===== src/rtl/lwrp_pkg.sv =====
// shared types and constants of the least-width row packer
// no dependencies; lwrp_ctrl, lwrp_dp and the top level refer to it by scoped names
`default_nettype none

package lwrp_pkg;

	// configuration register indexes
	localparam int CFG_IDX_W = 1;
	localparam int CFG_DATA_W = 8;
	localparam logic [CFG_IDX_W-1:0] CFG_ROWS_IN_USE = 1'd0;
	localparam logic [CFG_IDX_W-1:0] CFG_PAD_PIXELS = 1'd1;

	// field widths
	localparam int ROWS_CFG_W = 5;
	localparam int PAD_W = 8;
	localparam int DIM_W = 12;
	localparam int SUM_W = 20;
	localparam int INDEX_W = 8;
	localparam int ROW_OUT_W = 4;
	localparam logic [SUM_W-1:0] SUM_MAX = 20'hFFFFF;

	// input item
	typedef struct packed {
		logic start_set;
		logic supported;
		logic [DIM_W-1:0] item_width;
		logic [DIM_W-1:0] item_height;
	} in_item_t;

	// result item
	typedef struct packed {
		logic [INDEX_W-1:0] item_index;
		logic placed;
		logic [ROW_OUT_W-1:0] row_chosen;
		logic [SUM_W-1:0] total_width;
		logic [SUM_W-1:0] total_height;
	} out_item_t;

	// controller states
	typedef enum logic [2:0] {
		ST_IDLE,
		ST_SCAN,
		ST_DRAIN,
		ST_UPDATE,
		ST_EMIT
	} state_t;

	// controller to datapath
	typedef struct packed {
		logic load;
		logic scan_rd;
		logic update;
		logic out_load;
	} cmd_t;

	// datapath to controller
	typedef struct packed {
		logic last_addr;
		logic out_free;
	} status_t;

endpackage

`default_nettype wire


===== src/rtl/lwrp_stream_if.sv =====
// valid/ready stream channel carrying one payload of a given type
// depends on nothing; payload types come from lwrp_pkg at the instance
`default_nettype none

interface lwrp_stream_if #(
	parameter type data_t = logic
) ();
	logic valid;
	logic ready;
	data_t data;

	modport source (output valid, output data, input ready);
	modport sink (input valid, input data, output ready);
endinterface

`default_nettype wire


===== src/rtl/lwrp_ram.sv =====
// generic single write port, single read port ram with registered read
// no dependencies
`default_nettype none

module lwrp_ram #(
	parameter int WIDTH = 32,
	parameter int DEPTH = 16
) (
	input wire logic clk,
	input wire logic we,
	input wire logic [(DEPTH > 1 ? $clog2(DEPTH) : 1)-1:0] waddr,
	input wire logic [WIDTH-1:0] wdata,
	input wire logic [(DEPTH > 1 ? $clog2(DEPTH) : 1)-1:0] raddr,
	output logic [WIDTH-1:0] rdata
);

	logic [WIDTH-1:0] mem_q [DEPTH];

	// write port
	always_ff @(posedge clk) begin
		if (we) begin
			mem_q[waddr] <= wdata;
		end
	end

	// registered read port
	always_ff @(posedge clk) begin
		rdata <= mem_q[raddr];
	end

endmodule

`default_nettype wire


===== src/rtl/lwrp_ctrl.sv =====
// controller: sequences accept, row scan, row update and result transfer
// depends on lwrp_pkg
`default_nettype none

module lwrp_ctrl (
	input wire logic clk,
	input wire logic arst_n,
	input wire logic item_valid,
	input wire logic item_supp,
	output logic item_ready,
	output lwrp_pkg::cmd_t cmd,
	input wire lwrp_pkg::status_t stat
);

	lwrp_pkg::state_t state_q;
	lwrp_pkg::state_t state_d;

	// state register
	always_ff @(posedge clk or negedge arst_n) begin
		if (!arst_n) begin
			state_q <= lwrp_pkg::ST_IDLE;
		end else begin
			state_q <= state_d;
		end
	end

	// next state and commands
	always_comb begin
		state_d = state_q;
		cmd = '0;
		item_ready = 1'b0;
		case (state_q)
			lwrp_pkg::ST_IDLE: begin
				item_ready = 1'b1;
				if (item_valid) begin
					cmd.load = 1'b1;
					state_d = item_supp ? lwrp_pkg::ST_SCAN : lwrp_pkg::ST_EMIT;
				end
			end
			lwrp_pkg::ST_SCAN: begin
				cmd.scan_rd = 1'b1;
				if (stat.last_addr) begin
					state_d = lwrp_pkg::ST_DRAIN;
				end
			end
			lwrp_pkg::ST_DRAIN: begin
				state_d = lwrp_pkg::ST_UPDATE;
			end
			lwrp_pkg::ST_UPDATE: begin
				cmd.update = 1'b1;
				state_d = lwrp_pkg::ST_EMIT;
			end
			lwrp_pkg::ST_EMIT: begin
				if (stat.out_free) begin
					cmd.out_load = 1'b1;
					state_d = lwrp_pkg::ST_IDLE;
				end
			end
			default: begin
				state_d = lwrp_pkg::ST_IDLE;
			end
		endcase
	end

endmodule

`default_nettype wire


===== src/rtl/lwrp_dp.sv =====
// datapath: row store, least-width scan, sums, counter and output register
// depends on lwrp_pkg and lwrp_ram
`default_nettype none

module lwrp_dp #(
	parameter int MAX_ROWS = 16,
	parameter int MAX_ITEMS = 256
) (
	input wire logic clk,
	input wire logic arst_n,
	input wire lwrp_pkg::cmd_t cmd,
	output lwrp_pkg::status_t stat,
	input wire logic [lwrp_pkg::ROWS_CFG_W-1:0] rows_cfg,
	input wire logic [lwrp_pkg::PAD_W-1:0] pad_cfg,
	input wire lwrp_pkg::in_item_t item,
	input wire logic res_ready,
	output logic res_valid,
	output lwrp_pkg::out_item_t res_data
);

	localparam int ROW_W = (MAX_ROWS > 1) ? $clog2(MAX_ROWS) : 1;
	localparam int RN_W = $clog2(MAX_ROWS + 1);
	localparam int CNT_W = $clog2(MAX_ITEMS);
	localparam logic [CNT_W-1:0] CNT_LAST = CNT_W'(MAX_ITEMS - 1);
	localparam int SW = lwrp_pkg::SUM_W;
	localparam int DW = lwrp_pkg::DIM_W;
	localparam int ENTRY_W = SW + DW;

	// set state
	logic [MAX_ROWS-1:0] valid_q;
	logic [lwrp_pkg::PAD_W-1:0] start_pad_q;
	logic [SW-1:0] ow_q;
	logic [SW-1:0] oh_q;
	logic [CNT_W-1:0] cnt_q;
	logic res_valid_q;
	logic rd_v_s1;

	// item and scan payload
	logic [DW-1:0] w_q;
	logic [DW-1:0] h_q;
	logic supp_q;
	logic [CNT_W-1:0] idx_q;
	logic [RN_W-1:0] n_q;
	logic [ROW_W-1:0] addr_q;
	logic [ROW_W-1:0] rd_idx_s1;
	logic [ROW_W-1:0] best_q;
	logic [SW-1:0] best_w_q;
	logic [DW-1:0] best_h_q;
	lwrp_pkg::out_item_t res_q;

	// ram signals
	logic [ENTRY_W-1:0] rd_data;
	logic [ENTRY_W-1:0] wr_data;

	// effective row count and start values
	logic [6:0] rows7;
	logic [6:0] n7;
	logic [14:0] start_h;
	logic [CNT_W-1:0] cnt_base;
	logic [SW-1:0] eff_w;
	logic [DW-1:0] eff_h;

	// update arithmetic
	logic [SW+1:0] wsum;
	logic [SW-1:0] new_w;
	logic [DW-1:0] new_h;
	logic [SW-1:0] h_base;
	logic [SW:0] h_sum;
	logic [SW-1:0] new_oh;

	// output fields
	logic [CNT_W+7:0] idx_ext;
	logic [ROW_W+3:0] best_ext;

	assign rows7 = {2'b0, rows_cfg};
	assign n7 = (rows7 == 7'd0) ? 7'd1
		: ((rows7 > 7'(MAX_ROWS)) ? 7'(MAX_ROWS) : rows7);
	assign start_h = {7'b0, pad_cfg} * {8'b0, n7 + 7'd1};
	assign cnt_base = item.start_set ? '0 : cnt_q;

	// rows not written since the last start read as their start values
	assign eff_w = valid_q[rd_idx_s1] ? rd_data[SW-1:0] : {12'b0, start_pad_q};
	assign eff_h = valid_q[rd_idx_s1] ? rd_data[ENTRY_W-1:SW] : '0;

	// saturating row growth and height bookkeeping
	assign wsum = {2'b0, best_w_q} + {10'b0, w_q} + {14'b0, pad_cfg};
	assign new_w = (wsum > {2'b0, lwrp_pkg::SUM_MAX}) ? lwrp_pkg::SUM_MAX : wsum[SW-1:0];
	assign new_h = (best_h_q < h_q) ? h_q : best_h_q;
	assign h_base = (oh_q >= {8'b0, best_h_q}) ? (oh_q - {8'b0, best_h_q}) : '0;
	assign h_sum = {1'b0, h_base} + {9'b0, h_q};
	assign new_oh = (h_sum > {1'b0, lwrp_pkg::SUM_MAX}) ? lwrp_pkg::SUM_MAX : h_sum[SW-1:0];
	assign wr_data = {new_h, new_w};

	assign stat = '{
		last_addr: (8'(addr_q) + 8'd1) == 8'(n_q),
		out_free: !res_valid_q || res_ready
	};

	assign idx_ext = {8'b0, idx_q};
	assign best_ext = {4'b0, best_q};

	// row store
	lwrp_ram #(
		.WIDTH(ENTRY_W),
		.DEPTH(MAX_ROWS)
	) u_row_ram (
		.clk(clk),
		.we(cmd.update),
		.waddr(best_q),
		.wdata(wr_data),
		.raddr(addr_q),
		.rdata(rd_data)
	);

	// set state and control flags
	always_ff @(posedge clk or negedge arst_n) begin
		if (!arst_n) begin
			valid_q <= '0;
			start_pad_q <= '0;
			ow_q <= '0;
			oh_q <= '0;
			cnt_q <= '0;
			res_valid_q <= 1'b0;
			rd_v_s1 <= 1'b0;
		end else begin
			rd_v_s1 <= cmd.scan_rd;
			if (cmd.load) begin
				if (cnt_base != CNT_LAST) begin
					cnt_q <= cnt_base + 1'b1;
				end else begin
					cnt_q <= cnt_base;
				end
				if (item.start_set) begin
					valid_q <= '0;
					start_pad_q <= pad_cfg;
					ow_q <= {12'b0, pad_cfg};
					oh_q <= {5'b0, start_h};
				end
			end
			if (cmd.update) begin
				valid_q[best_q] <= 1'b1;
				if (ow_q < new_w) begin
					ow_q <= new_w;
				end
				if (best_h_q < h_q) begin
					oh_q <= new_oh;
				end
			end
			if (cmd.out_load) begin
				res_valid_q <= 1'b1;
			end else if (res_ready) begin
				res_valid_q <= 1'b0;
			end
		end
	end

	// item capture, scan compare and result register
	always_ff @(posedge clk) begin
		if (cmd.load) begin
			w_q <= item.item_width;
			h_q <= item.item_height;
			supp_q <= item.supported;
			idx_q <= cnt_base;
			n_q <= n7[RN_W-1:0];
			addr_q <= '0;
		end
		if (cmd.scan_rd) begin
			addr_q <= addr_q + 1'b1;
			rd_idx_s1 <= addr_q;
		end
		// strictly smaller width wins, so ties keep the lower row
		if (rd_v_s1) begin
			if (rd_idx_s1 == '0 || best_w_q > eff_w) begin
				best_q <= rd_idx_s1;
				best_w_q <= eff_w;
				best_h_q <= eff_h;
			end
		end
		if (cmd.out_load) begin
			res_q.item_index <= idx_ext[7:0];
			res_q.placed <= supp_q;
			res_q.row_chosen <= supp_q ? best_ext[3:0] : '0;
			res_q.total_width <= ow_q;
			res_q.total_height <= oh_q;
		end
	end

	assign res_valid = res_valid_q;
	assign res_data = res_q;

endmodule

`default_nettype wire


===== src/rtl/least_width_row_packer.sv =====
// least-width row packer: top level with configuration registers
// depends on lwrp_pkg, lwrp_stream_if, lwrp_ctrl and lwrp_dp
//
// Usage:
//   items carries one rectangle per transfer (start_set, supported, size);
//   results returns exactly one result per item, in order.
//   Configuration (rows_in_use index 0, pad_pixels index 1) is written via
//   cfg_we/cfg_index/cfg_data while no item is in flight.
// Sequence:
//   One item at a time. A supported item passes from accept through a ram read
//   per row, a drain state for the last read data and a row update to the
//   result load; an unsupported item goes from accept straight to the result
//   load. The next item is accepted only once the result has been loaded.
// Reset:
//   arst_n clears all row state, sums and counter; rows_in_use becomes 1 and
//   pad_pixels 0. Rows read as their start value until first written, so
//   starting a set needs no clearing pass over the row store.
// Stall:
//   The result register holds a finished result while results.ready is low;
//   the next item is still accepted and worked on, and waits only to load it.
`default_nettype none

module least_width_row_packer #(
	parameter int MAX_ROWS = 16,
	parameter int MAX_ITEMS = 256
) (
	input wire logic clk,
	input wire logic arst_n,
	input wire logic cfg_we,
	input wire logic [lwrp_pkg::CFG_IDX_W-1:0] cfg_index,
	input wire logic [lwrp_pkg::CFG_DATA_W-1:0] cfg_data,
	lwrp_stream_if.sink items,
	lwrp_stream_if.source results
);

	logic [lwrp_pkg::ROWS_CFG_W-1:0] rows_q;
	logic [lwrp_pkg::PAD_W-1:0] pad_q;
	lwrp_pkg::cmd_t cmd;
	lwrp_pkg::status_t stat;
	lwrp_pkg::in_item_t item;
	lwrp_pkg::out_item_t res;
	logic res_valid;
	logic item_ready;

	// configuration registers
	always_ff @(posedge clk or negedge arst_n) begin
		if (!arst_n) begin
			rows_q <= lwrp_pkg::ROWS_CFG_W'(1);
			pad_q <= '0;
		end else if (cfg_we) begin
			case (cfg_index)
				lwrp_pkg::CFG_ROWS_IN_USE: rows_q <= cfg_data[lwrp_pkg::ROWS_CFG_W-1:0];
				lwrp_pkg::CFG_PAD_PIXELS: pad_q <= cfg_data;
				default: begin
				end
			endcase
		end
	end

	assign item = items.data;
	assign items.ready = item_ready;
	assign results.valid = res_valid;
	assign results.data = res;

	lwrp_ctrl u_ctrl (
		.clk(clk),
		.arst_n(arst_n),
		.item_valid(items.valid),
		.item_supp(item.supported),
		.item_ready(item_ready),
		.cmd(cmd),
		.stat(stat)
	);

	lwrp_dp #(
		.MAX_ROWS(MAX_ROWS),
		.MAX_ITEMS(MAX_ITEMS)
	) u_dp (
		.clk(clk),
		.arst_n(arst_n),
		.cmd(cmd),
		.stat(stat),
		.rows_cfg(rows_q),
		.pad_cfg(pad_q),
		.item(item),
		.res_ready(results.ready),
		.res_valid(res_valid),
		.res_data(res)
	);

	// a result is never loaded over one that is still waiting
	a_no_overwrite: assert property (@(posedge clk) disable iff (!arst_n)
		cmd.out_load |-> stat.out_free)
		else $error("result register overwritten");

	// only one item in flight
	a_one_item: assert property (@(posedge clk) disable iff (!arst_n)
		(items.valid && items.ready) |=> !items.ready)
		else $error("item accepted while another is in flight");

	// scan stops after the last row in use
	a_scan_end: assert property (@(posedge clk) disable iff (!arst_n)
		(cmd.scan_rd && stat.last_addr) |=> !cmd.scan_rd)
		else $error("row scan ran past the last row");

	// a row is only updated for an item that went through a scan
	a_update_after_scan: assert property (@(posedge clk) disable iff (!arst_n)
		cmd.update |-> $past(!cmd.scan_rd && !cmd.load))
		else $error("row update without a finished scan");

endmodule

`default_nettype wire


===== src/flat_wrapper.sv =====
// flat-port wrapper written by rule: the top's interface ports become plain ports
module least_width_row_packer_flat 
#(
	parameter int MAX_ROWS = 16,
	parameter int MAX_ITEMS = 256
)
  (clk, arst_n, cfg_we, cfg_index, cfg_data, items_valid, items_data, items_ready, results_valid, results_data, results_ready);
  lwrp_stream_if #(.data_t(lwrp_pkg::in_item_t)) items_i ();
  lwrp_stream_if #(.data_t(lwrp_pkg::out_item_t)) results_i ();
  input wire logic clk;
  input wire logic arst_n;
  input wire logic cfg_we;
  input wire logic [lwrp_pkg::CFG_IDX_W-1:0] cfg_index;
  input wire logic [lwrp_pkg::CFG_DATA_W-1:0] cfg_data;
  input wire logic [$bits(items_i.valid)-1:0] items_valid;
  input wire logic [$bits(items_i.data)-1:0] items_data;
  output wire logic [$bits(items_i.ready)-1:0] items_ready;
  output wire logic [$bits(results_i.valid)-1:0] results_valid;
  output wire logic [$bits(results_i.data)-1:0] results_data;
  input wire logic [$bits(results_i.ready)-1:0] results_ready;
  assign items_i.valid = items_valid;
  assign items_i.data = items_data;
  assign items_ready = items_i.ready;
  assign results_valid = results_i.valid;
  assign results_data = results_i.data;
  assign results_i.ready = results_ready;
  least_width_row_packer #(.MAX_ROWS(MAX_ROWS), .MAX_ITEMS(MAX_ITEMS)) u_core (.clk(clk), .arst_n(arst_n), .cfg_we(cfg_we), .cfg_index(cfg_index), .cfg_data(cfg_data), .items(items_i), .results(results_i));
endmodule

===== config.mk =====
export PLATFORM = sky130hd
export DESIGN_NAME = least_width_row_packer_flat
export DESIGN_NICKNAME = d
export VERILOG_FILES = /design/src/rtl/lwrp_pkg.sv /design/src/rtl/lwrp_stream_if.sv /design/src/rtl/lwrp_ram.sv /design/src/rtl/lwrp_ctrl.sv /design/src/rtl/lwrp_dp.sv /design/src/rtl/least_width_row_packer.sv /design/src/flat_wrapper.sv
export SDC_FILE = /design/constraint.sdc
export NUM_CORES = 1
export LEC_CHECK = 0
export BUFFER_PORTS_ARGS = -buffer_cell sky130_fd_sc_hd__buf_2
export CAP_MARGIN = 5
export CORE_UTILIZATION = 50
export DETAILED_ROUTE_END_ITERATION = 8
export GPL_TIMING_DRIVEN = 0
export PLACE_DENSITY = 0.76
export SLEW_MARGIN = 20
export SYNTH_ARGS = -nofsm -noshare
export SYNTH_HDL_FRONTEND = slang
export SYNTH_SLANG_ARGS = --single-unit

===== constraint.sdc =====
create_clock -name clk -period 7.1 [get_ports clk]
set_input_delay 0.355 -clock clk [delete_from_list [all_inputs] [get_ports clk]]
set_output_delay 0.355 -clock clk [all_outputs]
set_load 0.01 [all_outputs]

---- Word level (Yosys, flattened, before mapping) ----
Memories as Yosys holds them, arrays and structs flattened. A register that Yosys moved wholly into a read port is not among the register bits.
Index checks and enable logic that the tools add are counted.
operators by class
  add/sub/neg operators ................... 8
  equal/unequal tests ..................... 9
  reductions and logical operators ........ 14
  bitwise operators ....................... 2
  muxes and demuxes ....................... 42
  order comparisons ....................... 10
  multipliers ............................. 1
operators with widths
  operator                                                                           number
  20-bit two-way mux                                                                 12
  16-bit two-way mux                                                                 3
  20-bit by 12-bit adder with 21-bit output                                          2
  21-bit by 8-bit adder with 22-bit output                                           1
  22-bit by 20-bit greater-than comparator with 1-bit output, second input constant  1
  21-bit by 20-bit greater-than comparator with 1-bit output, second input constant  1
  20-bit by 12-bit greater-or-equal comparator with 1-bit output                     1
  20-bit greater-than comparator                                                     1
  20-bit < comparator                                                                1
  20-bit by 12-bit subtractor with 20-bit output                                     1
  8-bit two-way mux                                                                  2
  16-bit bitwise OR                                                                  1
  3-bit case mux with 5 select lines                                                 1
  8-bit by 6-bit multiplier with 14-bit output                                       1
  1-bit two-way mux                                                                  13
  12-bit < comparator                                                                1
  12-bit two-way mux                                                                 1
  3-bit two-way mux                                                                  4
  4-bit by 5-bit < comparator with 1-bit output, second input constant               2
  5-bit two-way mux                                                                  2
  8-bit by 1-bit adder with 8-bit output, second input constant                      1
  4-bit two-way mux                                                                  2
  8-bit inequality test, second input constant                                       1
  2-bit AND reduction                                                                4
  other kinds (22)                                                                   26
word-level totals
  memory bits (writable) .................. 512
  flip-flop bits (word level) ............. 225
  input bits .............................. 40
  memories kept ........................... 1
  logic and storage cells ................. 112
memory list
  name                         depth  width  rd ports  clocked after Yosys merged registers in  wr ports  line            source
  u_core.u_dp.u_row_ram.mem_q  16     32     1         1                                        1         lwrp_ram.sv:17  logic [WIDTH-1:0] mem_q [DEPTH];

---- Logic depth before layout (Yosys ltp) ----
Gate-level depths: netlist (run 1).
  depth in word-level cells ............... 9
  depth in mapped cells ................... 23
  depth with buffers taken out ............ 21

---- Hierarchy ----
A second synthesis (run 1) with hierarchy kept.
second synthesis, totals
  cells, all modules ...................... 2140
  area, all modules ....................... 34023.9 µm²
modules (own cells, without submodules)
  module                  area each (µm²)  cells an instance  instances
  lwrp_ram                19835.3          838                1
  lwrp_dp                 13499.2          1255               1
  least_width_row_packer  498.0            28                 1
  lwrp_ctrl               191.4            19                 1

---- Worst setup path before layout (run 1) ----
OpenSTA, ideal clock, no wires.
  kind .................................... reg-to-reg
  from .................................... reg u_core.u_dp.rd_idx_s1[0]
  to ...................................... reg u_core.u_dp.best_h_q[0] (enable)
  buffers on the path ..................... 2
  slack ................................... 1.045 ns
  data required time ...................... 6.626 ns
  stages on the path, launching flop included .. 15
  clock period less this slack ............ 6.055 ns
  arrival time ............................ 5.581 ns
  path through ............................ edfxtp_1 -> clkbuf_1 -> mux4_2 -> mux4_2 -> buf_1 -> mux2i_1 -> ha_1 -> a21o_1 -> a21o_1 -> a21o_1 -> a21oi_1 -> o21ai_0 -> a221o_1 -> a211oi_1 -> nor3_1
on the way
  longest elaborated chain between the ends .. 6
  elaborated cells between the ends (all ways) .. 7
RTL lines
  item                                       line            source
  from (decl)                                lwrp_dp.sv:45   logic [ROW_W-1:0] rd_idx_s1;
  from (signal assigned)                     lwrp_dp.sv:169  rd_idx_s1 <= addr_q;
  1-bit binary-select mux with 4-bit select  lwrp_dp.sv:82   assign eff_w = valid_q[rd_idx_s1] ? rd_data[SW-1:0] : {12'b0, start_pad_q};
  1-bit two-way mux (not written as such)    lwrp_dp.sv:82
  20-bit two-way mux                         lwrp_dp.sv:82
  20-bit greater-than comparator             lwrp_dp.sv:173  if (rd_idx_s1 == '0 || best_w_q > eff_w) begin
  1-bit logical OR (*)                       lwrp_dp.sv:173
  2-bit AND reduction (no line) (*)          n/a
  to (signal assigned)                       lwrp_dp.sv:176  best_h_q <= eff_h;
  to (decl)                                  lwrp_dp.sv:48   logic [DW-1:0] best_h_q;
Every way passes the cells marked *; elsewhere a longest branch is shown, timed or not. The select of a mux whose other input is x is not followed.
A chain may end at the register's enable or synchronous reset.

---- Final worst setup path (run 1) ----
  from .................................... reg u_core.u_dp.oh_q[0]
  to ...................................... reg u_core.u_dp.oh_q[7]
on the way
  longest elaborated chain between the ends .. 7
  elaborated cells between the ends (all ways) .. 8
RTL lines
  item                                                                                                                                     line            source
  from (decl)                                                                                                                              lwrp_dp.sv:33   logic [SW-1:0] oh_q;
  from (signal assigned)                                                                                                                   lwrp_dp.sv:137  oh_q <= {5'b0, start_h};
  from (signal assigned)                                                                                                                   lwrp_dp.sv:146  oh_q <= new_oh;
  20-bit by 12-bit subtractor with 20-bit output / 20-bit by 12-bit greater-or-equal comparator with 1-bit output (equally long branches)  lwrp_dp.sv:89   assign h_base = (oh_q >= {8'b0, best_h_q}) ? (oh_q - {8'b0, best_h_q}) : '0;
  20-bit two-way mux (*)                                                                                                                   lwrp_dp.sv:89
  20-bit by 12-bit adder with 21-bit output (*)                                                                                            lwrp_dp.sv:90   assign h_sum = {1'b0, h_base} + {9'b0, h_q};
  21-bit by 20-bit greater-than comparator with 1-bit output                                                                               lwrp_dp.sv:91   assign new_oh = (h_sum > {1'b0, lwrp_pkg::SUM_MAX}) ? lwrp_pkg::SUM_MAX : h_sum[SW-1:0];
  20-bit two-way mux (*)                                                                                                                   lwrp_dp.sv:91
  20-bit two-way mux (*)                                                                                                                   lwrp_dp.sv:145  if (best_h_q < h_q) begin
  20-bit two-way mux (*)                                                                                                                   lwrp_dp.sv:140  if (cmd.update) begin
Every way passes the cells marked *; elsewhere a longest branch is shown, timed or not.

==> results of run 1 <==
[cell families after synthesis]
| group | count (synthesis) |
|---|---|
| xor gates and xnor gates | 52 |
| DFF | 769 |
| buffers and inverters | 181 |
| and+or+nand+nor | 417 |
| other | 2 |
| adders and majority gates | 151 |
| AOI/OAI and AO/OA | 248 |
| muxes | 227 |
[placed cells by master, fill, tap and decap left out, types with 20 or more instances in the layout]
master and n:
edfxtp_1 647, mux4_2 165, nand2_1 128, ha_1 115, inv_1 111, buf_2 98
dfrtp_1 89, nor2_1 85, clkbuf_16 77, a21oi_1 61, clkbuf_1 59, a21o_1 41
fa_1 36, dlygate4sd3_1 35, o21ai_0 34, and2_1 34, mux2i_1 32, dfxtp_1 32
xor2_1 27, nand3_1 26, xnor2_1 25, nor2b_1 23, buf_4 20, nand2b_1 20
[final cells by class]
| cell class | count | share of cell area [%] |
|---|---|---|
| well taps | 864 | 2.77 |
| clock inverters | 36 | 1.11 |
| repair buffers | 173 | 3.88 |
| multi-input cells | 1103 | 27.9 |
| flip-flops and latches | 769 | 57.1 |
| inverters | 112 | 1.08 |
| plain buffers | 69 | 0.714 |
| clock buffers | 101 | 5.39 |
[registers in the layout (all words and copies together), names as in the netlist, 12 cells and up]
signal and cells:
u_core.u_dp.ow_q 20, u_core.u_dp.res_data 53, u_core.u_dp.best_h_q 12, u_core.u_dp.valid_q 16, u_core.u_dp.u_row_ram.mem_q 512, u_core.u_dp.best_w_q 20, u_core.u_dp.u_row_ram.rdata 32, u_core.u_dp.w_q 12
u_core.u_dp.oh_q 20, u_core.u_dp.h_q 12
[worst reg2reg max path: cells and delay by family (launching register included)]
| family | cells | cell delay (ns) |
|---|---|---|
| adder cells (fa/ha/maj) | 3 | 0.97 |
| buffers and inverters | 4 | 0.81 |
| AO/OA/AOI/OAI | 9 | 2.41 |
| AND/OR/NAND/NOR | 5 | 1.31 |
| flip-flops | 1 | 0.43 |
[power by group]
group | switching [mW] | internal (mW) | total [mW] | leakage, nW
logic | 4.81 | 2.98 | 7.79 | 5.87
registers | 0.444 | 6.50 | 6.94 | 7.28
clock network | 1.74 | 2.33 | 4.07 | 1.23
[cells in the mapped netlist (17+ instances only)]
cell      count  area share (%)
a21o_1       41            0.91
a21oi_1      61            0.90
and2_1       34            0.63
buf_1        17            0.19
clkbuf_1     47            0.52
dfrtp_1      89             6.6
dfxtp_1      32             1.9
edfxtp_1    647              58
fa_1         36             2.1
ha_1        115             4.3
inv_1       112             1.2
mux2_2       18            0.60
mux2i_1      43             1.3
mux4_2      165              11
nand2_1     128             1.4
nand2b_1     20            0.37
nand3_1      26            0.39
nor2_1       97             1.1
nor2b_1      23            0.43
nor3_1       23            0.34
o21ai_0      34            0.50
xnor2_1      25            0.65
xor2_1       27            0.70
[how the worst max path moves through the flow]
| stage | start | endpoint | depth (start not counted) |
|---|---|---|---|
| 4_1_cts | u_core.u_dp.oh_q[0]$_DFF_PN0_ | u_core.u_dp.oh_q[7]$_DFF_PN0_ | 21 |
| 3_3_place_gp | u_core.u_dp.rd_idx_s1[0]$_DFFE_PP_ | u_core.u_dp.best_h_q[9]$_SDFFCE_PN0P_ | 14 |
| 6_report | u_core.u_dp.oh_q[0]$_DFF_PN0_ | u_core.u_dp.oh_q[7]$_DFF_PN0_ | 21 |
| 5_1_grt | u_core.u_dp.oh_q[0]$_DFF_PN0_ | u_core.u_dp.oh_q[10]$_DFF_PN0_ | 21 |
| 3_5_place_dp | u_core.u_dp.oh_q[0]$_DFF_PN0_ | u_core.u_dp.oh_q[0]$_DFF_PN0_ | 21 |
| 2_1_floorplan | u_core.u_dp.rd_idx_s1[0]$_DFFE_PP_ | u_core.u_dp.best_h_q[0]$_SDFFCE_PN0P_ | 14 |
[timing repair]
action | CTS | global route
resized for setup | 0 | 0
endpoints found under the hold margin | 127 | 0
hold buffers | 35 | 0
[metal layers]
| metal | GRT usage (%) | wire length (um) | up-vias |
|---|---|---|---|
| li1 | - | - | 8413 |
| met1 | 32.7 | 32400 | 10000 |
| met2 | 42.7 | 42300 | 971 |
| met3 | 3.67 | 6330 | 192 |
| met4 | 9.93 | 2920 | 2 |
| met5 | 0 | 9 | - |
[stage by stage]
step,hold slack [ns],cells
floorplan,0.0594,2053
global placement,0.402,3011
detailed placement,0.274,3054
CTS,0.0271,3226
global route,0.0528,3227
finish,0.0637,3227
==> key figures, run 1 <==
Outcome
  – Status: completed

STA
  – Clock Skew: 0.0395 ns
  – Worst Slack Setup Final: 1.09 ns
  – Post-layout min period: 6.01 ns
  – Hold Vio Cnt, Final: 0
  – Max Slew Vio Count: 0
  – Max Freq: 0.166 GHz
  – Worst-margin pin slew: 1.13 ns
  – Period utilisation layout: 84.6%
  – Max_slew headroom: 24.4%
  – Setup_tns: 0 ns
  – RSZ-0062 raised after global routing: no
  – Endpoints failing setup: 0

Routing
  – DRT iter0 DRCs: 2038
  – Vias per cell: 6.07
  – WL/cell: 26.0 um
  – DR DRC count: 0
  – ANT nets after route: 0
  – DR vias: 19600
  – First-pass DRT Iterations: 5
  – Post-Route WL: 84000 um

Die
  – Die span in y: 262 um
  – Rows: 94
  – Die width: 262 um
  – Core area: 66200 um2
  – Initial core utilization: 50.9%
  – Die area: 68500 um2
  – I/O pins: 95

Min path
  – Tightest Hold Check Type: input pin to flip-flop
  – Hold endpoint: u_core.u_dp.idx_q[4]$_DFFE_PP_
  – Min-delay src: items_data[25]
  – Hold path cells: 2

Worst setup path
  – Most common cell on crit path: nor2_1
  – CP Capture Type: flip-flop
  – Reg2reg end: u_core.u_dp.oh_q[7]$_DFF_PN0_
  – Buf+Inv Stages, Crit Path: 4
  – CP max-delay cell: nor2_1
  – Largest stage delay, worst path: 0.55 ns
  – Crit Path Category: flip-flop to flip-flop
  – Reg2reg start: u_core.u_dp.oh_q[0]$_DFF_PN0_
  – CP cell instances: inv_1 -> ha_1 -> inv_1 -> fa_1 -> a21oi_1 -> nor2_1 -> o31ai_1 -> nand2_1 -> nor2_1 -> clkbuf_1 -> nor2_1 -> ha_1 -> o21a_1 -> o31a_1 -> o2111ai_1 -> a31o_2 -> a21o_1 -> a211oi_2 -> nand2_1 -> buf_2 -> a31oi_1
  – Worst EP arrival: 6.52 ns
  – Req. time, crit path: 7.62 ns
  – Setup crit start kind: flip-flop
  – R2R depth: 21
  – Reg2reg setup slack: 1.09 ns
  – Crit Path Max Fanout: 10
  – CP delay by family, top: compound AO/OA/AOI/OAI gates

CTS
  – Clock sink total: 769
  – Worst-skew pair later-pin latency: 0.64 ns
  – CTS tree: built
  – Maximum root-to-sink buffer count: 3
  – Clk slew on worst S/H paths: 0.06 ns
  – Post-CTS Setup Bufs: 0
  – CTS root buffer: clkbuf_16
  – H-tree Lvls: 3
  – TritonCTS Buffers: 75

Place
  – Area after DPL: 36100 um2
  – Port bufs: 94
  – GPL Wtd Cong: 0.906
  – HPWL Detailed: 55900 um
  – Post-Place Worst Slack: 1.21 ns

Finish
  – Layout fillers: 4712
  – Nets@finish: 2494
  – Util after Layout: 59.0%
  – Multi-input logic area: 10900 um2
  – Reg area: 22300 um2
  – Area Overhead vs Synth: 15.8%
  – Ant diodes: 0
  – Fin area: 39100 um2
  – Fraction of layout cells with a size suffix above 1: 21.6%

Yosys
  – Post-synthesis async set-or-reset flop share: 11.7%
  – Post-Synthesis Cells: 2047
  – Syn avg cell area: 16.5 um2
  – Sequential share of the synthesized area: 66.2%
  – Synth warnings: 0
  – Top_reg_cell synth: edfxtp_1
  – Post-synthesis mux area share: 12.9%
  – XOR/XNOR share of the synthesized area: 1.35%
  – Flops & latches, synth: 769
  – EDFF count, synth: 647
  – Synth Area in Simple Gates: 6.03%
  – Netlist Area Pre-Place: 33700 um2
  – Main combinational cell family by area after synthesis: multiplexers
  – Netlist cell types: 78
  – Synth Area in Compound Gates: 5.06%
  – Post-Synth Adder-Cell Area: 6.40%

Global route
  – Total gr overflow: 0
  – Initial antenna violation count: 1
  – Number of global-route vias before repair: 20400
  – Total GRT Usage: 25.1%
  – First-pass GRT wire length: 126000 um
  – Largest net degree at the start of global routing: 57

Pwr
  – Pwr Total: 18.8 mW
  – Leak: 14.4 nW
  – Peak supply drop: 0.211 mV
  – PwrDens: 481 nW/um2

Flow run
  – Max-Cap Viols: 0
Note: power is estimated with default switching activity, not from simulation.
==> run 2: changes to the inputs <==
--- a/config.mk
+++ b/config.mk
@@ -5,12 +5,13 @@
 export SDC_FILE = /design/constraint.sdc
 export NUM_CORES = 1
 export LEC_CHECK = 0
+export ABC_AREA = 1
 export BUFFER_PORTS_ARGS = -buffer_cell sky130_fd_sc_hd__buf_2
 export CAP_MARGIN = 5
 export CORE_UTILIZATION = 50
 export DETAILED_ROUTE_END_ITERATION = 8
 export GPL_TIMING_DRIVEN = 0
-export PLACE_DENSITY = 0.76
+export PLACE_DENSITY = 0.79
 export SLEW_MARGIN = 20
 export SYNTH_ARGS = -nofsm -noshare
 export SYNTH_HDL_FRONTEND = slang
==> constraint.sdc (replaced) <==
create_clock -name clk -period 5.5 [get_ports clk]
set_input_delay 0.275 -clock clk [delete_from_list [all_inputs] [get_ports clk]]
set_output_delay 0.275 -clock clk [all_outputs]
set_load 0.01 [all_outputs]
==> key figures, run 2 <==
Place
  – GPL Wtd Cong: 0.944 (+4.2%)
  – Placed cell count: 4214 (+38%)
  – Area after DPL: 37300 um2 (+3.2%)
  – HPWL Detailed: 67700 um (+21%)
  – Port bufs: 93 (-1.1%)

CTS
  – CTS tree: built
  – Maximum root-to-sink buffer count: 3 (unchanged)
  – Worst-skew pair later-pin latency: 0.66 ns (+0.02 ns)
  – CTS root buffer: clkbuf_16
  – TritonCTS Buffers: 76 (+1.3%)
  – H-tree Lvls: 3 (unchanged)
  – Clk slew on worst S/H paths: 0.07 ns (about the same)
  – Clock sink total: 769 (unchanged)

Worst setup path
  – Worst EP arrival: 5.79 ns (-0.73 ns)
  – Reg2reg setup slack: 0.29 ns (-0.80 ns)
  – CP max-delay cell: nand3_1
  – Largest stage delay, worst path: 0.68 ns (+0.13 ns)
  – Reg2reg end: u_core.u_dp.ow_q[2]$_DFF_PN0_
  – R2R depth: 20 (-4.8%)
  – CP delay by family, top: simple AND/OR/NAND/NOR gates
  – Req. time, crit path: 6.08 ns (-1.54 ns)
  – CP cell instances: fa_1 -> ha_1 -> nand2_1 -> nand3_1 -> a21boi_0 -> o21ai_1 -> nand3_1 -> nand2_1 -> nand2_2 -> nand3_1 -> inv_1 -> ha_1 -> nand2_1 -> nor2_1 -> nand3_1 -> o211ai_1 -> a211oi_1 -> clkbuf_2 -> nand3_1 -> nand2_1
  – Origin of the worst setup path: u_core.pad_q[3]$_DFFE_PN0P_
  – Crit. path cell count: 20 (-4.8%)
  – CP endpoint: u_core.u_dp.ow_q[2]$_DFF_PN0_
  – CP Capture Type: flip-flop
  – Reg2reg start: u_core.pad_q[3]$_DFFE_PN0P_
  – Crit Path Category: flip-flop to flip-flop
  – Buf+Inv Stages, Crit Path: 2 (-2)
  – Crit Path Max Fanout: 18 (+8)
  – Most common cell on crit path: nand3_1
  – Setup crit start kind: flip-flop

Finish
  – Commonest non-fill, non-tap cell in the layout: edfxtp_1
  – Commonest cells after routing, fill and taps aside: edfxtp_1, nor2_1, nand2_1
  – Layout fillers: 5308 (+13%)
  – Fin area: 40200 um2 (+2.8%)
  – Max reg flops: 512 (unchanged)
  – Reg area: 22300 um2 (about the same)
  – Fraction of layout cells with a size suffix above 1: 9.80% (-12 points)
  – Multi-input logic area: 11100 um2 (+1.4%)
  – Final std cells w/o fill: 4393 (+36%)
  – Nets@finish: 3588 (+44%)
  – Area Overhead vs Synth: 15.5%
  – Top reg by flops: u_core.u_dp.u_row_ram.mem_q

Pwr
  – Leak: 15.6 nW (+8.6%)
  – Internal power: 15.5 mW (+32%)
  – PwrDens: 700 nW/um2 (+46%)
  – Peak supply drop: 0.792 mV (+280%)
  – Sequential Power Share: 33.9% (-3.0 points)
  – Psw: 12.6 mW (+80%)
  – Switching portion of total power: 44.8% (+7.6 points)
  – Clock share of power: 18.4% (-3.2 points)
  – Logic pwr share: 47.7% (+6.3 points)

Yosys
  – Sequential share of the synthesized area: 64.2% (-2.0 points)
  – Largest area contributor in the netlist: edfxtp_1
  – Netlist cell types: 55 (-29%)
  – Top-count cell post-synth: edfxtp_1
  – Synth warnings: 0 (unchanged)
  – Synth top area share: 55.9% (-1.7 points)
  – Post-synth top cells: edfxtp_1, nor2_1, nand2_1
  – Syn avg cell area: 11.0 um2 (-33%)
  – Leading cell types by total area after synthesis: edfxtp_1, dfrtp_1, o21ai_0
  – Post-synthesis async set-or-reset flop share: 11.7% (unchanged)
  – Flops & latches, synth: 769 (unchanged)
  – Post-Synthesis Cells: 3153 (+54%)
  – Netlist Area Pre-Place: 34800 um2 (+3.1%)
  – EDFF count, synth: 647 (unchanged)
  – Top_reg_cell synth: edfxtp_1

Routing
  – DR DRC count: 0 (unchanged)
  – DRT iter0 DRCs: 3667 (+80%)
  – Post-Route WL: 99200 um (+18%)
  – DR vias: 26200 (+34%)
  – WL/cell: 22.6 um (-13%)
  – Vias per cell: 5.97 (-1.7%)
  – First-pass DRT Iterations: 6 (+1)
  – ANT nets after route: 0 (unchanged)

Min path
  – Tightest Hold Check Type: input pin to flip-flop

STA
  – Post-layout min period: 5.21 ns (-0.799 ns)
  – Max Slew Vio Count: 0 (unchanged)
  – Worst-margin pin slew: 0.984 ns (-0.150 ns)
  – Hold Vio Cnt, Final: 0 (unchanged)
  – Max Freq: 0.192 GHz (+15%)
  – Period utilisation layout: 94.7% (+10 points)
  – Max_slew headroom: 34.4% (+10 points)
  – Endpoints failing setup: 0 (unchanged)
  – Clock Skew: 0.0505 ns (+0.0110 ns)
  – Worst hold slack: 0.0797 ns (+0.0160 ns)

Global route
  – Largest net degree at the start of global routing: 48 (-16%)
  – Total gr overflow: 0 (unchanged)
  – Number of global-route vias before repair: 25800 (+27%)
  – First-pass GRT wire length: 149000 um (+18%)
  – Total GRT Usage: 28.0% (+2.9 points)
  – Initial antenna violation count: 2 (+1)

Die
  – Rows: 96 (+2.1%)
  – I/O pins: 95 (unchanged)
  – Die span in y: 266 um (+1.5%)
  – Core area: 68700 um2 (+3.8%)
  – Die area: 70600 um2 (+3.0%)
  – Die width: 266 um (+1.5%)
  – Initial core utilization: 50.6% (-0.34 points)

Flow run
  – Max-Cap Viols: 0 (unchanged)

Outcome
  – Status: completed
run 2: cell families after synthesis:
group | synth area share [%]
simple gates | 12.3
flops | 64.2
compound gates | 11.4
buf+inv | 4.71
fa+ha+maj | 6.21
xor+xnor | 1.16
other cells | 0.0216
run 2: how the worst min path moves through the flow:
stage	startpoint	to	slack (ns)	cells after the start
detailed placement	arst_n	u_core.u_dp.cnt_q[6]$_DFFE_PN0P_	0.24	1
global route	items_valid	u_core.u_ctrl.state_q[1]$_DFFE_PN0P_	0.09	5
finish	cfg_index	u_core.pad_q[0]$_DFFE_PN0P_	0.08	4
global placement	u_core.u_dp.idx_q[7]$_DFFE_PP_	u_core.u_dp.res_data[52]$_DFFE_PP_	0.40	0
floorplan	arst_n	u_core.pad_q[0]$_DFFE_PN0P_	-0.02	0
CTS	cfg_index	u_core.pad_q[0]$_DFFE_PN0P_	0.05	4
run 2: area by class of cell:
cell class                      count  share of cell area [%]
Sequential cell                   769                    55.6
Multi-Input combinational cell   1964                    27.5
Clock buffer                       97                    5.06
Timing Repair Buffer              160                    3.79
Tap cell                          931                    2.90
Inverter                          289                    2.70
Buffer                            137                    1.38
Clock inverter                     44                    1.06
Antenna cell                        2                  0.0125
run 2: repair_timing:
item,in CTS,in global routing
hold buffers,35,0
endpoints found under the hold margin,130,0
setup endpoints to repair,0,45
setup buffers,0,1
gates resized for setup,0,19
run 2: worst reg2reg max path, stage by stage (launching register included):
cell	delay, ns
dfrtp_1	0.59
fa_1	0.50
ha_1	0.37
nand2_1	0.09
nand3_1	0.17
a21boi_0	0.40
o21ai_1	0.21
nand3_1	0.11
nand2_1	0.10
nand2_2	0.18
nand3_1	0.68
inv_1	0.23
ha_1	0.25
nand2_1	0.09
nor2_1	0.05
nand3_1	0.07
o211ai_1	0.11
a211oi_1	0.34
clkbuf_2	0.33
nand3_1	0.14
nand2_1	0.13
run 2: per-stage QoR:
| stage | total power, mW | setup TNS, ns | utilization (%) | setup WS, ns |
|---|---|---|---|---|
| final | 28.1 | 0 | 58.5 | 0.291 |
| after global placement | 21.8 | -39.97 | 53.0 | -1.11 |
| after detailed placement | 22.4 | 0 | 54.3 | 0.0377 |
| after CTS | 27.7 | 0 | 58.3 | 0.00132 |
| after global routing | 29.6 | -0.162 | 58.4 | -0.0559 |
| after floorplan | 17.7 | 0 | - | 0.709 |
run 2: layer usage:
layer  track usage (%)  vias to the layer above  routed length, um
li1                  -                    11500                  -
met1              35.6                    12500              35600
met2              44.7                     1881              45800
met3              6.25                      347              12200
met4              15.5                        2               5640
met5                 0                        -                 13
run 2: power groups by stage:
stage          clock (mW)  sequential (mW)  combinational [mW]
2_1_floorplan           0             9.36                8.38
3_3_place_gp            0             9.67                12.2
3_5_place_dp            0             9.62                12.8
4_1_cts              5.17             9.51                13.0
5_1_grt              5.39             9.58                14.6
6_report             5.18             9.53                13.4
